===== src/rtl/core/pnc_pkg.sv =====
// Shared types, codes and constants for the palette nearest-color block.
package pnc_pkg;

  localparam int PALETTE_SIZE_DEF = 256;
  localparam int DIST_W = 18;
  localparam logic [DIST_W-1:0] MAX_DIST = 18'd195075;

  localparam logic [1:0] KIND_FIND  = 2'd0;
  localparam logic [1:0] KIND_WRITE = 2'd1;
  localparam logic [1:0] KIND_READ  = 2'd2;

  typedef struct packed {
    logic [7:0] red;
    logic [7:0] green;
    logic [7:0] blue;
  } rgb_t;

  typedef struct packed {
    logic [1:0] kind;
    logic [7:0] entry_index;
    logic [7:0] red;
    logic [7:0] green;
    logic [7:0] blue;
  } item_t;

  typedef struct packed {
    logic [7:0]        found_index;
    logic [DIST_W-1:0] best_distance;
    logic [7:0]        red_out;
    logic [7:0]        green_out;
    logic [7:0]        blue_out;
  } result_t;

  typedef struct packed {
    logic valid;
    logic last;
  } beat_ctl_t;

  typedef enum logic [2:0] {
    ST_CLEAR,
    ST_IDLE,
    ST_SCAN,
    ST_READ,
    ST_DONE
  } state_t;

  localparam int BOOT_COUNT = 16;
  localparam rgb_t BOOT_COLORS [BOOT_COUNT] = '{
    24'h000000, 24'hFFFFFF, 24'hC0C0C0, 24'h808080,
    24'hFF0000, 24'h800000, 24'h00FF00, 24'h008000,
    24'h0000FF, 24'h000080, 24'hFFFF00, 24'h808000,
    24'h00FFFF, 24'h008080, 24'hFF00FF, 24'h800080
  };

endpackage


===== src/rtl/core/pnc_dist.sv =====
// Two-stage squared RGB distance unit; index and color ride along as a tag.
module pnc_dist #(
  parameter int AW = $clog2(pnc_pkg::PALETTE_SIZE_DEF)
) (
  input  logic                        clk,
  input  logic                        rst,
  input  pnc_pkg::beat_ctl_t          in_ctl,
  input  logic [AW-1:0]               in_idx,
  input  pnc_pkg::rgb_t               in_color,
  input  pnc_pkg::rgb_t               query,
  output pnc_pkg::beat_ctl_t          out_ctl,
  output logic [AW-1:0]               out_idx,
  output pnc_pkg::rgb_t               out_color,
  output logic [pnc_pkg::DIST_W-1:0]  out_dist
);

  logic [7:0]         diff_r, diff_g, diff_b;
  logic [15:0]        sq_r, sq_g, sq_b;
  pnc_pkg::beat_ctl_t s1_ctl;
  logic [AW-1:0]      s1_idx;
  pnc_pkg::rgb_t      s1_color;

  always_comb begin
    diff_r = (in_color.red > query.red) ? in_color.red - query.red
                                        : query.red - in_color.red;
    diff_g = (in_color.green > query.green) ? in_color.green - query.green
                                            : query.green - in_color.green;
    diff_b = (in_color.blue > query.blue) ? in_color.blue - query.blue
                                          : query.blue - in_color.blue;
  end

  always_ff @(posedge clk) begin
    if (rst) begin
      s1_ctl  <= '0;
      out_ctl <= '0;
    end else begin
      s1_ctl  <= in_ctl;
      out_ctl <= s1_ctl;
    end
  end

  // square each component, then sum
  always_ff @(posedge clk) begin
    sq_r      <= diff_r * diff_r;
    sq_g      <= diff_g * diff_g;
    sq_b      <= diff_b * diff_b;
    s1_idx    <= in_idx;
    s1_color  <= in_color;
    out_dist  <= pnc_pkg::DIST_W'(sq_r) + pnc_pkg::DIST_W'(sq_g)
               + pnc_pkg::DIST_W'(sq_b);
    out_idx   <= s1_idx;
    out_color <= s1_color;
  end

endmodule


===== config.mk =====
export PLATFORM = sky130hd
export DESIGN_NAME = pnc_dist
export DESIGN_NICKNAME = d
export VERILOG_FILES = /design/src/rtl/core/pnc_pkg.sv /design/src/rtl/core/pnc_dist.sv
export SDC_FILE = /design/constraint.sdc
export NUM_CORES = 1
export LEC_CHECK = 0
export ABC_AREA = 1
export BUFFER_PORTS_ARGS = -buffer_cell sky130_fd_sc_hd__buf_2
export CORE_ASPECT_RATIO = 2
export CORE_MARGIN = 2
export CORE_UTILIZATION = 51
export CTS_CLUSTER_DIAMETER = 120
export DETAILED_ROUTE_END_ITERATION = 10
export PLACE_DENSITY_LB_ADDON = 0.08
export SYNTH_ARGS = -nofsm -noshare
export SYNTH_HDL_FRONTEND = slang
export SYNTH_SLANG_ARGS = --single-unit

===== constraint.sdc =====
create_clock -name clk -period 7.6 [get_ports clk]
set_input_delay 0.76 -clock clk [delete_from_list [all_inputs] [get_ports clk]]
set_output_delay 0.76 -clock clk [all_outputs]
set_load 0.05 [all_outputs]

==> flow_summary.toml <==
[status]
status = "finished, final reports clean"

[sta]
worst_hold_margin_ps = 325.7
clock_skew_ps = 5.420
timing.final.crit_share = 0.7548
fmax_mhz = 174.3
setup_tns_ps = 0
final-max-slew-violation-count = 0
timing.final.hold_violations = 0
rsz0062_at_grt = "no"
report.final.setup_viol = 0
final_period_minus_worst_setup_slack_ps = 5737
worst_slack_ps = 1863

[detailed_routing]
drtIter0Drc = 234
routedWlPerCell_um = 13.38
via_per_inst = 4.888
count_of_unresolved_drc_violations_after_routing = 0
detailroute.via_count = 9091
router_iterations_before_antenna_repair = 4
drt_wl_total_um = 24880
route.antenna.remaining_nets = 0

[grt]
grt.total_usage = 0.2329
vias_in_the_first_global_route = 9837
grt.overflow.total = 0
grt_antenna_before_repair = 0
grt_max_degree = 17
grt_pass1_wl_um = 42540

[setup_path]
worst_path_dominant_cell_family = "adder cells"
worst_setup_path_startpoint = "in_color[8]"
worst_ep_required_time_ps = 7940
critPathMostFrequentCell = "nand2_1"
cpMaxStageDelayCell = "fa_1"
count_of_buffer_and_inverter_cells_on_the_critical_path = 6
worst-r2r-setup-slack_ps = 5190
crit_arrival_ps = 6070
worst_setup_path_end_kind = "flop"
crit_path_start_kind = "primary input"
r2r_cells = 10
timing_worst_setup_path_type = "primary input to flop"
cp-endpoint = "sq_g[12]$_DFF_P_"
crit_path_max_fanout = 9
wp_depth = 30
worstReg2RegStart = "sq_r[4]$_DFF_P_"
critical_register_to_register_path_endpoint = "out_dist[17]$_DFF_P_"
cp_max_stage_delay_ps = 540

[final_layout]
final_nets = 1877
layout_commonest_cell = "nand2_1"
syn_to_final_growth_pct = 12.92
stdcell_count = 1860
antennaDiodeCount = 0
drive_gt1_frac = 0.1345
most-common-layout-cells = "nand2_1, inv_1, ha_1"

[floorplan]
fp.dieArea_um2 = 23530
initial_core_util = 0.5165
rows = 77
io_pins = 112
die_width_um = 109.5
chipHeight_um = 214.9
core_um2 = 21970

[clock_network]
worstSkewPairLatency_ps = 440
h-tree-depth = 4
post_cts_buffers = 0
postCtsHoldBufs = 0
cts.path.max_buffers = 2
root_buffer = "clkbuf_16"
clk_pin_slew_ps = 60
cts-buffers-inserted = 17
cts_num_sinks = 131
tritoncts = "built"
cts-resized-gates = 0

[synth]
muxShareOfSynthArea = 0
number_of_synthesized_flops_with_an_enable_pin = 0
syn_avg_cell_area_um2 = 7.824
synth_async_sr_flop_share = 0
synth_simple_gate_area_frac = 0.2121
synthesis.yosys.warnings = 0
synth_compound_gate_area_share = 0.06220
yosysSeqAreaShare = 0.2312
postSynthRegisterBits = 131
synthDistinctLibCells = 34
main_combinational_cell_family_by_area_after_synthesis = "adder cells"
synth_top_flop_cell = "dfxtp_1"
netlist_instances = 1450
synth-xor-area-share = 0.04709
synthAdderAreaFrac = 0.3355
post_synth_instance_area_um2 = 11340

[placed_design]
dp_slack_ps = 1409
dp_cells = 1828
port_buffers = 111
gpl.final_weighted_congestion = 0.8722
hpwlAfterDp_um = 21170

[worst_hold_path]
worst_hold_path_type = "flop to flop"
timing.hold.worst_path_depth = 0

[job]
drv.max_cap_violation_count = 0
==> cells by family after synthesis <==
logic type	Yosys count
AO/OA/AOI/OAI	122
flip-flops	131
XOR/XNOR	61
AND/OR/NAND/NOR	560
adder cells (fa/ha/maj)	246
other	1
buffers and inverters	329
==> worst min path at each step <==
stage	from	endpoint	slack [ps]
after floorplan	s1_color[0]$_DFF_P_	out_color[0]$_DFF_P_	310
after global placement	s1_color[17]$_DFF_P_	out_color[17]$_DFF_P_	310
after detailed placement	s1_color[7]$_DFF_P_	out_color[7]$_DFF_P_	310
after CTS	s1_color[7]$_DFF_P_	out_color[7]$_DFF_P_	330
after global routing	s1_color[7]$_DFF_P_	out_color[7]$_DFF_P_	330
final	s1_color[2]$_DFF_P_	out_color[2]$_DFF_P_	330
==> area by class of cell <==
| cell class | instances | area [um^2] |
|---|---|---|
| clock buffers | 19 | 452.9 |
| clock inverters | 13 | 168.9 |
| fillers | 2112 | 9156 |
| inverters | 318 | 1201 |
| multi-input cells | 992 | 7463 |
| flip-flops and latches | 131 | 2623 |
| well taps | 276 | 345.3 |
| repair buffers | 111 | 555.5 |
==> synthesized netlist by cell type, types with 5 or more instances <==
| cell type | instances | area (um^2) |
|---|---|---|
| o21ai_1 | 5 | 25.02 |
| dfxtp_1 | 131 | 2623 |
| nand3_1 | 61 | 305.3 |
| xor2_1 | 39 | 341.6 |
| inv_2 | 10 | 37.54 |
| nand2_2 | 22 | 137.6 |
| xnor2_1 | 22 | 192.7 |
| o21bai_1 | 7 | 52.55 |
| a21boi_0 | 6 | 45.04 |
| nand2_1 | 317 | 1190 |
| a21o_1 | 6 | 45.04 |
| ha_1 | 149 | 1864 |
| fa_1 | 97 | 1942 |
| nor2_1 | 117 | 439.2 |
| nor2_2 | 12 | 75.07 |
| o21ai_0 | 25 | 125.1 |
| nand2_4 | 10 | 112.6 |
| inv_1 | 305 | 1145 |
| a21oi_1 | 59 | 295.3 |
| nand4_1 | 10 | 62.56 |
| buf_2 | 7 | 35.03 |
==> state kept, by name, summed over array words and instances, names as in the netlist <==
name and flops:
sq_r 15, s1_idx 8, out_color 24, s1_color 24, out_dist 18, sq_b 15, out_ctl 2, s1_ctl 2
sq_g 15, out_idx 8
==> metrics by stage <==
stage,utilization,instance area [um^2]
6_report,0.5832,12810
5_1_grt,0.5832,12810
4_1_cts,0.5832,12810
3_5_place_dp,0.5549,12190
3_3_place_gp,0.5549,12190
2_1_floorplan,-,11350
==> routing by layer <==
layer  part of all wire  up-vias  track usage
met2               0.60      143       0.4786
met1               0.32     4228       0.1902
met3              0.022       72      0.04277
met4              0.054        0       0.1304
met5                  0        -            0
li1                   -     4648            -
Power is left out: the tool's default activity adds up to more than one toggle a clock period on the data nets, which glitch-free logic cannot reach.
